**src/hw/rtl/ps2kd_pkg.sv**
```systemverilog
// ----------------------------------------------------------------------------
// PS/2 set-1 key decoder package
// Scancode constants, event codes and the key-to-ASCII tables.
// ----------------------------------------------------------------------------
package ps2kd_pkg;

    localparam int unsigned SCAN_W  = 8;
    localparam int unsigned EVENT_W = 4;
    localparam int unsigned CHAR_W  = 7;
    localparam int unsigned LED_W   = 3;

    localparam logic [SCAN_W-1:0] SC_PREFIX     = 8'hE0;
    localparam logic [SCAN_W-1:0] SC_LSHIFT     = 8'h2A;
    localparam logic [SCAN_W-1:0] SC_RSHIFT     = 8'h36;
    localparam logic [SCAN_W-1:0] SC_CAPS       = 8'h3A;
    localparam logic [SCAN_W-1:0] SC_BACKSPACE  = 8'h0E;
    localparam logic [SCAN_W-1:0] SC_ENTER      = 8'h1C;
    localparam logic [SCAN_W-1:0] SC_LWIN       = 8'h5B;
    localparam logic [SCAN_W-1:0] SC_RWIN       = 8'h5C;
    localparam logic [SCAN_W-1:0] SC_UP         = 8'h48;
    localparam logic [SCAN_W-1:0] SC_DOWN       = 8'h50;
    localparam logic [SCAN_W-1:0] SC_LEFT       = 8'h4B;
    localparam logic [SCAN_W-1:0] SC_RIGHT      = 8'h4D;
    localparam int unsigned       SC_BREAK_BIT  = 7;

    localparam logic [LED_W-1:0]  LED_CAPS      = 3'h4;
    localparam logic [LED_W-1:0]  LED_NONE      = 3'h0;
    localparam logic [CHAR_W-1:0] CHAR_NONE     = 7'h00;
    localparam logic [CHAR_W-1:0] CHAR_LOWER_A  = 7'h61;
    localparam logic [CHAR_W-1:0] CHAR_LOWER_Z  = 7'h7A;
    localparam logic [CHAR_W-1:0] CHAR_CASE_BIT = 7'h20;

    typedef enum logic [EVENT_W-1:0] {
        EV_NONE      = 4'd0,
        EV_CHAR      = 4'd1,
        EV_BKSP      = 4'd2,
        EV_ENTER     = 4'd3,
        EV_CAPS      = 4'd4,
        EV_START     = 4'd5,
        EV_HIST_UP   = 4'd6,
        EV_HIST_DOWN = 4'd7,
        EV_CUR_UP    = 4'd8,
        EV_CUR_DOWN  = 4'd9,
        EV_CUR_LEFT  = 4'd10,
        EV_CUR_RIGHT = 4'd11
    } event_t;

    // Unshifted ASCII for the low 64 make codes; zero where no key maps.
    function automatic logic [CHAR_W-1:0] plain_char(input logic [5:0] code);
        logic [CHAR_W-1:0] c;
        c = CHAR_NONE;
        case (code)
            6'h02: c = 7'h31;
            6'h03: c = 7'h32;
            6'h04: c = 7'h33;
            6'h05: c = 7'h34;
            6'h06: c = 7'h35;
            6'h07: c = 7'h36;
            6'h08: c = 7'h37;
            6'h09: c = 7'h38;
            6'h0A: c = 7'h39;
            6'h0B: c = 7'h30;
            6'h0C: c = 7'h2D;
            6'h0D: c = 7'h3D;
            6'h10: c = 7'h71;
            6'h11: c = 7'h77;
            6'h12: c = 7'h65;
            6'h13: c = 7'h72;
            6'h14: c = 7'h74;
            6'h15: c = 7'h79;
            6'h16: c = 7'h75;
            6'h17: c = 7'h69;
            6'h18: c = 7'h6F;
            6'h19: c = 7'h70;
            6'h1A: c = 7'h5B;
            6'h1B: c = 7'h5D;
            6'h1E: c = 7'h61;
            6'h1F: c = 7'h73;
            6'h20: c = 7'h64;
            6'h21: c = 7'h66;
            6'h22: c = 7'h67;
            6'h23: c = 7'h68;
            6'h24: c = 7'h6A;
            6'h25: c = 7'h6B;
            6'h26: c = 7'h6C;
            6'h27: c = 7'h3B;
            6'h28: c = 7'h27;
            6'h29: c = 7'h60;
            6'h2B: c = 7'h5C;
            6'h2C: c = 7'h7A;
            6'h2D: c = 7'h78;
            6'h2E: c = 7'h63;
            6'h2F: c = 7'h76;
            6'h30: c = 7'h62;
            6'h31: c = 7'h6E;
            6'h32: c = 7'h6D;
            6'h33: c = 7'h2C;
            6'h34: c = 7'h2E;
            6'h35: c = 7'h2F;
            6'h39: c = 7'h20;
            default: c = CHAR_NONE;
        endcase
        return c;
    endfunction

    // Shifted ASCII for the low 64 make codes; zero where no key maps.
    function automatic logic [CHAR_W-1:0] shifted_char(input logic [5:0] code);
        logic [CHAR_W-1:0] c;
        c = CHAR_NONE;
        case (code)
            6'h02: c = 7'h21;
            6'h03: c = 7'h40;
            6'h04: c = 7'h23;
            6'h05: c = 7'h24;
            6'h06: c = 7'h25;
            6'h07: c = 7'h5E;
            6'h08: c = 7'h26;
            6'h09: c = 7'h2A;
            6'h0A: c = 7'h28;
            6'h0B: c = 7'h29;
            6'h0C: c = 7'h5F;
            6'h0D: c = 7'h2B;
            6'h10: c = 7'h51;
            6'h11: c = 7'h57;
            6'h12: c = 7'h45;
            6'h13: c = 7'h52;
            6'h14: c = 7'h54;
            6'h15: c = 7'h59;
            6'h16: c = 7'h55;
            6'h17: c = 7'h49;
            6'h18: c = 7'h4F;
            6'h19: c = 7'h50;
            6'h1A: c = 7'h7B;
            6'h1B: c = 7'h7D;
            6'h1E: c = 7'h41;
            6'h1F: c = 7'h53;
            6'h20: c = 7'h44;
            6'h21: c = 7'h46;
            6'h22: c = 7'h47;
            6'h23: c = 7'h48;
            6'h24: c = 7'h4A;
            6'h25: c = 7'h4B;
            6'h26: c = 7'h4C;
            6'h27: c = 7'h3A;
            6'h28: c = 7'h22;
            6'h29: c = 7'h7E;
            6'h2B: c = 7'h7C;
            6'h2C: c = 7'h5A;
            6'h2D: c = 7'h58;
            6'h2E: c = 7'h43;
            6'h2F: c = 7'h56;
            6'h30: c = 7'h42;
            6'h31: c = 7'h4E;
            6'h32: c = 7'h4D;
            6'h33: c = 7'h3C;
            6'h34: c = 7'h3E;
            6'h35: c = 7'h3F;
            6'h39: c = 7'h20;
            default: c = CHAR_NONE;
        endcase
        return c;
    endfunction

endpackage

```
**src/hw/rtl/ps2_scancode_key_decoder.sv**
```systemverilog
// ----------------------------------------------------------------------------
// PS/2 set-1 scancode key decoder
// Turns raw set-1 scancode bytes into key events, tracking shift, caps lock
// and the extended prefix.
// ----------------------------------------------------------------------------
// Usage:
// The scan channel (scan_valid, scan_stall, scan_byte) takes one raw scancode
// word per cycle while scan_stall is low. The key channel (key_valid,
// key_stall, event_res, char_code, led_bits) returns exactly one result word
// for every scancode word, in order, including words that decode to no event
// (event_res = none). An accepted word is held in the input register, decoded
// combinationally and stored in the result register that drives the key
// channel. Throughput is one word per cycle while key_stall is low, set by the
// single decode stage between the input and result registers.
// When the receiver holds key_stall, the result register keeps its word and
// the input register fills; once both are full, scan_stall rises in the same
// cycle, so no word is lost. The shift, caps and prefix flags change only
// when a word moves from the input register into the result register.
// Reset clears both valid flags and all three flags: shift released, caps
// lock off, no prefix pending.
// ----------------------------------------------------------------------------
module ps2_scancode_key_decoder (
    input  logic                             clk,
    input  logic                             rst_n,
    input  logic                             scan_valid,
    output logic                             scan_stall,
    input  logic [ps2kd_pkg::SCAN_W-1:0]     scan_byte,
    output logic                             key_valid,
    input  logic                             key_stall,
    output logic [ps2kd_pkg::EVENT_W-1:0]    event_res,
    output logic [ps2kd_pkg::CHAR_W-1:0]     char_code,
    output logic [ps2kd_pkg::LED_W-1:0]      led_bits
);

    logic                          in_valid_reg;
    logic [ps2kd_pkg::SCAN_W-1:0]  in_byte_reg;
    logic                          out_valid_reg;
    ps2kd_pkg::event_t             out_event_reg;
    logic [ps2kd_pkg::CHAR_W-1:0]  out_char_reg;
    logic [ps2kd_pkg::LED_W-1:0]   out_led_reg;

    logic                          shift_reg;
    logic                          shift_next;
    logic                          caps_reg;
    logic                          caps_next;
    logic                          prefix_reg;
    logic                          prefix_next;

    ps2kd_pkg::event_t             event_next;
    logic [ps2kd_pkg::CHAR_W-1:0]  char_next;
    logic [ps2kd_pkg::LED_W-1:0]   led_next;

    logic                          out_load;
    logic                          in_load;
    logic                          is_break;
    logic [ps2kd_pkg::SCAN_W-1:0]  rel_code;
    logic [ps2kd_pkg::CHAR_W-1:0]  base_char;
    logic [ps2kd_pkg::CHAR_W-1:0]  key_char;
    logic                          is_letter;

    // The result register takes a new word whenever the input register holds one and it is empty or drained.
    assign out_load   = in_valid_reg && (!out_valid_reg || !key_stall);
    assign in_load    = scan_valid && !scan_stall;
    assign scan_stall = in_valid_reg && !out_load;

    assign is_break  = in_byte_reg[ps2kd_pkg::SC_BREAK_BIT];
    assign rel_code  = {1'b0, in_byte_reg[ps2kd_pkg::SCAN_W-2:0]};

    // Only codes below 64 have a table entry.
    assign base_char = (in_byte_reg[7:6] == 2'b00)
                     ? ps2kd_pkg::plain_char(in_byte_reg[5:0]) : ps2kd_pkg::CHAR_NONE;

    assign is_letter = (base_char >= ps2kd_pkg::CHAR_LOWER_A)
                    && (base_char <= ps2kd_pkg::CHAR_LOWER_Z);

    always_comb
    begin
        key_char = ps2kd_pkg::CHAR_NONE;
        if (in_byte_reg[7:6] == 2'b00)
        begin
            if (is_letter)
            begin
                key_char = (caps_reg != shift_reg)
                         ? (base_char & ~ps2kd_pkg::CHAR_CASE_BIT) : base_char;
            end
            else if (shift_reg)
            begin
                key_char = ps2kd_pkg::shifted_char(in_byte_reg[5:0]);
            end
            else
            begin
                key_char = base_char;
            end
        end
    end

    always_comb
    begin
        shift_next  = shift_reg;
        caps_next   = caps_reg;
        prefix_next = prefix_reg;
        event_next  = ps2kd_pkg::EV_NONE;
        char_next   = ps2kd_pkg::CHAR_NONE;
        led_next    = ps2kd_pkg::LED_NONE;

        if (in_byte_reg == ps2kd_pkg::SC_PREFIX)
        begin
            prefix_next = 1'b1;
        end
        else if (prefix_reg)
        begin
            prefix_next = 1'b0;
            if (!is_break)
            begin
                if (in_byte_reg == ps2kd_pkg::SC_LWIN || in_byte_reg == ps2kd_pkg::SC_RWIN)
                begin
                    event_next = ps2kd_pkg::EV_START;
                end
                else if (shift_reg)
                begin
                    if (in_byte_reg == ps2kd_pkg::SC_UP)
                    begin
                        event_next = ps2kd_pkg::EV_HIST_UP;
                    end
                    else if (in_byte_reg == ps2kd_pkg::SC_DOWN)
                    begin
                        event_next = ps2kd_pkg::EV_HIST_DOWN;
                    end
                end
                else
                begin
                    if (in_byte_reg == ps2kd_pkg::SC_UP)
                    begin
                        event_next = ps2kd_pkg::EV_CUR_UP;
                    end
                    else if (in_byte_reg == ps2kd_pkg::SC_DOWN)
                    begin
                        event_next = ps2kd_pkg::EV_CUR_DOWN;
                    end
                    else if (in_byte_reg == ps2kd_pkg::SC_LEFT)
                    begin
                        event_next = ps2kd_pkg::EV_CUR_LEFT;
                    end
                    else if (in_byte_reg == ps2kd_pkg::SC_RIGHT)
                    begin
                        event_next = ps2kd_pkg::EV_CUR_RIGHT;
                    end
                end
            end
        end
        else if (is_break)
        begin
            if (rel_code == ps2kd_pkg::SC_LSHIFT || rel_code == ps2kd_pkg::SC_RSHIFT)
            begin
                shift_next = 1'b0;
            end
        end
        else if (in_byte_reg == ps2kd_pkg::SC_LSHIFT || in_byte_reg == ps2kd_pkg::SC_RSHIFT)
        begin
            shift_next = 1'b1;
        end
        else if (in_byte_reg == ps2kd_pkg::SC_CAPS)
        begin
            caps_next  = !caps_reg;
            event_next = ps2kd_pkg::EV_CAPS;
            led_next   = caps_reg ? ps2kd_pkg::LED_NONE : ps2kd_pkg::LED_CAPS;
        end
        else if (in_byte_reg == ps2kd_pkg::SC_BACKSPACE)
        begin
            event_next = ps2kd_pkg::EV_BKSP;
        end
        else if (in_byte_reg == ps2kd_pkg::SC_ENTER)
        begin
            event_next = ps2kd_pkg::EV_ENTER;
        end
        else if (key_char != ps2kd_pkg::CHAR_NONE)
        begin
            event_next = ps2kd_pkg::EV_CHAR;
            char_next  = key_char;
        end
    end

    always_ff @(posedge clk or negedge rst_n)
    begin
        if (!rst_n)
        begin
            in_valid_reg  <= 1'b0;
            out_valid_reg <= 1'b0;
            shift_reg     <= 1'b0;
            caps_reg      <= 1'b0;
            prefix_reg    <= 1'b0;
        end
        else
        begin
            if (in_load)
            begin
                in_valid_reg <= 1'b1;
            end
            else if (out_load)
            begin
                in_valid_reg <= 1'b0;
            end

            if (out_load)
            begin
                out_valid_reg <= 1'b1;
                shift_reg     <= shift_next;
                caps_reg      <= caps_next;
                prefix_reg    <= prefix_next;
            end
            else if (!key_stall)
            begin
                out_valid_reg <= 1'b0;
            end
        end
    end

    always_ff @(posedge clk)
    begin
        if (in_load)
        begin
            in_byte_reg <= scan_byte;
        end
        if (out_load)
        begin
            out_event_reg <= event_next;
            out_char_reg  <= char_next;
            out_led_reg   <= led_next;
        end
    end

    assign key_valid = out_valid_reg;
    assign event_res = out_event_reg;
    assign char_code = out_char_reg;
    assign led_bits  = out_led_reg;

endmodule
```
**config.mk**
```make
export PLATFORM = sky130hd
export DESIGN_NAME = ps2_scancode_key_decoder
export DESIGN_NICKNAME = d
export VERILOG_FILES = /design/src/hw/rtl/ps2kd_pkg.sv /design/src/hw/rtl/ps2_scancode_key_decoder.sv
export SDC_FILE = /design/constraint.sdc
export NUM_CORES = 1
export LEC_CHECK = 0
export ABC_AREA = 1
export ABC_CLOCK_PERIOD_IN_PS = 1900
export BUFFER_PORTS_ARGS = -buffer_cell sky130_fd_sc_hd__buf_2
export CAP_MARGIN = 20
export CORE_MARGIN = 2
export CORE_UTILIZATION = 54
export CTS_BUF_LIST = sky130_fd_sc_hd__clkbuf_8 sky130_fd_sc_hd__clkbuf_16
export CTS_CLUSTER_SIZE = 25
export DETAILED_ROUTE_END_ITERATION = 12
export GPL_ROUTABILITY_DRIVEN = 0
export PLACE_DENSITY_LB_ADDON = 0.3
export REMOVE_ABC_BUFFERS = 1
export SKIP_LAST_GASP = 1
export SYNTH_ARGS = -nofsm -noshare
export SYNTH_HDL_FRONTEND = slang
export SYNTH_SLANG_ARGS = --single-unit
```
**constraint.sdc**
```tcl
create_clock -name clk -period 1.9 [get_ports clk]
set_input_delay 0.38 -clock clk [delete_from_list [all_inputs] [get_ports clk]]
set_output_delay 0.38 -clock clk [all_outputs]
set_load 0.02 [all_outputs]
```
# ---- Yosys cells after proc, flatten, opt, wreduce, memory -nomap -nowiden
# Memory sizes are Yosys's and may differ from the RTL's. A register that Yosys moved wholly into a read port is not among the register bits.
# Index checks and enable logic that the tools add are counted.
dict set report word_totals {
  reg_bits 27
  latch_bits 0
  ram_bits 0
  mem_bits_ro 896
  in_bits 12
  output_inout_bits 16
  wordCells 89
  n_memories 2
}
# name words word_bits read_ports rd_ports_with_merged_regs wr line_no
set mem_list {}
lappend mem_list {{(name not given)} 64 7 1 1 0 ps2kd_pkg.sv:110} ;# case (code)
lappend mem_list {{(name not given)} 64 7 1 1 0 ps2kd_pkg.sv:52} ;# case (code)
dict set report op_classes {
  addsub 0
  n_mul 0
  n_div 0
  order_cmp 2
  n_eq_ne 17
  shift 0
  muxes 32
  n_bitwise 6
  n_reduce_logical 21
}
# operator n
set ops {}
lappend ops {{$eq 8x7->1 const B} 6}
lappend ops {{$mux 4} 8}
lappend ops {{$mux 7} 4}
lappend ops {{$eq 8x6->1 const B} 3}
lappend ops {{$mux 3} 6}
lappend ops {{$mux 6} 3}
lappend ops {{$eq 7x6->1 const B} 2}
lappend ops {{$mux 1} 9}
lappend ops {{$eq 8x4->1 const B} 1}
lappend ops {{$eq 8x5->1 const B} 1}
lappend ops {{$eq 8x8->1 const B} 1}
lappend ops {{$reduce_or 8->1} 1}
lappend ops {{$ge 7x7->1 const B} 1}
lappend ops {{$le 7x7->1 const B} 1}
lappend ops {{$reduce_bool 7->1} 1}
lappend ops {{$not 1->1} 6}
lappend ops {{$reduce_and 6->1} 1}
lappend ops {{$logic_not 1->1} 5}
lappend ops {{$reduce_and 5->1} 1}
lappend ops {{$reduce_or 5->1} 1}
lappend ops {{$logic_and 1x1->1} 4}
lappend ops {{$logic_or 1x1->1} 4}
lappend ops {{$mux 2} 2}
lappend ops {{$ne 2x1->1 const B} 2}
lappend ops {{other kinds (3)} 4}

# ---- Depth between registers and ports, before layout
dict set report logic_depth {
  word_depth 14
  ltp_mapped 16
  ltp_nobuf 16
}

# ---- Worst setup path before layout
# No wires, ideal clock.
dict set report synth_timing {
  path_type {flip-flop to flip-flop}
  from {reg out_valid_reg (netlist: key_valid)}
  to {reg with a tool-made name}
  setup_time_ns 0.125
  arrival_time_ns 1.965
  required_time_ns 1.775
  path_slack_ns -0.190
  stages_incl_launch_ff 15
  n_path_buf 0
  period_less_slack_ns 2.090
  cell_sequence {dfrtp_1 > nand2_1 > inv_2 > nand2_2 > nand2_4 > inv_2 > nand2_1 > nand2_1 > ha_1 > inv_1 > nand2_1 > nor2_1 > nor2_1 > a21oi_1 > nand3_1}
}
# item line_no
set synth_lines {}
lappend synth_lines {{start, declared} ps2_scancode_key_decoder.sv:37} ;# logic out_valid_reg;
lappend synth_lines {{start signal, assigned} ps2_scancode_key_decoder.sv:188} ;# out_valid_reg <= 1'b0;
lappend synth_lines {{start signal, assigned} ps2_scancode_key_decoder.sv:206} ;# out_valid_reg <= 1'b1;
lappend synth_lines {{start signal, assigned} ps2_scancode_key_decoder.sv:213} ;# out_valid_reg <= 1'b0;

==> summary.txt <==
Timing
  – Setup Skew: 4.14 ps
  – RSZ-0062 raised after global routing: true
  – Slew margin rel.: 64.4%
  – Highest Clock Rate: 510 MHz
  – Worst Tran Pin Value: 529 ps
  – Min Clock Period, post-route: 1960 ps
  – Period utilization: 103%
  – Final hold vios: 0
  – Slew Limit Fails: 0
  – Final setup vio count: 8
  – Final worst slack: -61.4 ps
  – Smallest hold slack: 269 ps

Finish
  – Share of post-route cells with drive strength above 1: 33.2%
  – Nets: 546
  – Final core utilization: 77.1%
  – Layout area overhead: 35.9%
  – Fillers: 350
  – Ant diodes: 0

Pwr
  – Pint: 1.99 mW
  – Switching power: 1.19 mW
  – Clock power share: 24.3%
  – Design Power: 3.17 mW
  – LEAKAGE: 2.00 nW
  – Part of the power in registers: 34.1%
  – Power per cell area: 791 nW/µm²
  – Logic gate share of total power: 41.6%
  – Sw frac: 37.4%
  – Worst VDD drop: 436 µV

GRT
  – GRT Overall Usage: 26.7%
  – GRT overflow: 0
  – First-pass GRT wire length: 13,200 µm
  – Antenna violations before repair: 0
  – Vias in the first global route: 2,863
  – Pin count of the biggest net entering global routing: 24

Critical path
  – Slowest stage cell on the critical path: dfrtp_1
  – Crit-path cells: nand2_2, inv_2, nand2_4, nand2_4, buf_6, o21ai_4, buf_2, nand2_1, o211ai_1, nand3_1, nand2_1
  – Critical path launch point type: flop
  – Req. time, crit path: 2130 ps
  – Nature of the critical path endpoint: flop
  – Setup CP Type: reg -> reg
  – CP startpoint: key_valid$_DFFE_PN0P_
  – Worst-path maximum fanout: 6
  – Max stage delay on crit path: 400 ps
  – Reg2reg start: key_valid$_DFFE_PN0P_
  – CP arrival: 2190 ps

Min path
  – Hold Path Origin: scan_byte[6]
  – Worst hold path class: in -> reg

Synth
  – Syn_area_per_cell: 6.61 µm²
  – Netlist cell types: 35
  – Post-synth EDFFs: 20
  – Area leader, netlist: nand2_1
  – Most frequent cell after synthesis: nand2_1
  – Cells after synthesis: 447
  – Flops & latches, synth: 39
  – Synth top area share: 21.2%
  – Post-synth ARST share: 12.8%
  – Post-synth top cells: nand2_1, nand3_1, inv_1
  – Synth Flop Type: edfxtp_1
  – Ranking of synthesized cells by area: nand2_1, edfxtp_1, dfxtp_1
  – Sequential fraction of the synthesis area: 34.1%
  – Cell Area, Synth: 2950 µm²
  – Ys Warns: 0

Placement
  – DPL Wire Length: 5810 µm
  – IO buf count: 25

Floorplan
  – Num ports: 28
  – Core Region: 5200 µm²
  – Initial Utilization: 56.8%
  – Die H: 78.0 µm
  – Std-Cell Rows: 26
  – Die width: 78.0 µm
  – Die area: 6080 µm²

Clock tree
  – H-Tree Depth: 2
  – CTS buffer count: 5
  – Reg clk slew, reported paths: 80 ps
  – Clock Latency Late Sink: 290 ps
  – CTS Buffer Depth: 2
  – CTS root buf: clkbuf_8
  – CTS tree: done
  – Clock sinks: 39

Status
  – Status: finished, violations left
  – Violated checks: setup timing

Detailed routing
  – Met1 wire length: 3460 µm
  – Number of remaining DRC errors: 0
  – DRT Wirelength: 9370 µm
  – WL met3: 1050 µm
  – Drt pass-1 iters: 5
  – WL/cell: 15.8 µm
  – Uppermost layer routed: met4
  – Met2 Wirelength: 4500 µm
  – Via Count: 3,393
  – DR vias/cell: 5.71
  – Final antenna-violating net count: 0
  – Starting DRT DRC Count: 334

Run
  – Max Cap Viol: 0
-- kinds of logic (layout without fill, tap and decap cells) --
| logic type | after synthesis | in the layout | synth area share (%) |
|---|---|---|---|
| other cells | 1 | 2 | 0.127 |
| xor+xnor | 2 | 2 | 0.593 |
| buf+inv | 63 | 138 | 9.45 |
| flops | 39 | 39 | 34.1 |
| compound gates | 43 | 43 | 8.60 |
| simple gates | 288 | 289 | 42.5 |
| fa+ha+maj | 11 | 11 | 4.66 |
-- worst max-delay path: cells and delay by family (launching register included) --
kind	cells	cell delay (ps)
compound gates	2	530
buf+inv	3	390
flops	1	400
simple gates	6	580
-- cells in the final DEF, fill, tap and decap left out, types with 2 or more instances in the layout --
| cell type | Yosys | routed |
|---|---|---|
| a21oi_1 | 5 | 4 |
| a31oi_1 | 2 | 2 |
| buf_12 | 0 | 4 |
| buf_2 | 4 | 26 |
| buf_4 | 8 | 44 |
| buf_6 | 1 | 8 |
| clkbuf_8 | 0 | 5 |
| conb_1 | 1 | 2 |
| dfrtp_1 | 5 | 5 |
| dfxtp_1 | 14 | 14 |
| edfxtp_1 | 20 | 20 |
| ha_1 | 11 | 3 |
| ha_4 | 0 | 7 |
| inv_1 | 44 | 39 |
| inv_2 | 3 | 8 |
| nand2_1 | 167 | 134 |
| nand2_2 | 6 | 32 |
| nand2_4 | 1 | 8 |
| nand3_1 | 46 | 40 |
| nand3_2 | 0 | 6 |
| nand4_1 | 13 | 13 |
| nor2_1 | 41 | 37 |
| nor2_2 | 2 | 6 |
| nor3_1 | 3 | 3 |
| nor4_1 | 3 | 2 |
| o211ai_1 | 4 | 4 |
| o21ai_0 | 22 | 17 |
| o21ai_1 | 2 | 5 |
| o21ai_2 | 6 | 6 |
| o21ai_4 | 0 | 2 |
| or2_2 | 2 | 2 |
-- path summary, 6_finish.rpt --
kind	end	slack, ps	cells past startpoint
worst max-delay path	flop	-60	11
worst min-delay path	in_byte_reg[6]$_DFFE_PP_	270	1
worst max register to register	flop	-60	11
worst min register to register	key_valid$_DFFE_PN0P_	520	2
max in group asynchronous	shift_reg$_DFFE_PN0P_	1360	2
min in group asynchronous	in_valid_reg$_DFFE_PN0P_	420	2
-- final cells by class --
type	instances	area [µm²]	share of cell area, %
sequential	39	1010	25.1
inverter	47	179	4.46
timing repair buffer	83	641	16.0
clock buffer	6	93.8	2.34
tap	70	87.6	2.18
clock inverter	2	33.8	0.842
multi-input combinational	347	1970	49.2
-- per-layer routing --
layer | GRT usage [%] | vias up
met5 | 0 | -
met4 | 10.4 | 0
met3 | 4.07 | 50
met2 | 44.7 | 271
met1 | 34.5 | 1472
li1 | - | 1600
-- through the flow --
stage                     cells  worst slack (ps)  cell area [µm²]  setup TNS, ps
after global placement      574              -147             3470          -1310
after detailed placement    574              -154             3470          -1700
final                       594             -61.4             4010           -244
after floorplan             432              -277             2860          -2610
after CTS                   584              4.82             3640              0
after global routing        594              -161             4010          -2290
-- timing repair --
| action | 4_1_cts | 5_1_grt |
|---|---|---|
| pin swaps | 2 | 33 |
| hold endpoints to repair | 5 | 0 |
| hold buffers | 1 | 0 |
| setup buffers | 0 | 9 |
| gates resized for setup | 9 | 83 |
| cloned | 1 | 1 |
| setup endpoints to repair | 13 | 22 |
-- power by group through the flow --
stage	clock network [mW]	registers (mW)	logic, mW
finish	0.772	1.08	1.32
global route	0.800	1.09	1.42
CTS	0.759	1.08	1.08
detailed placement	0	1.10	1.04
global placement	0	1.09	1.02
floorplan	0	1.12	0.602
Power figures use the tool's default switching activity.
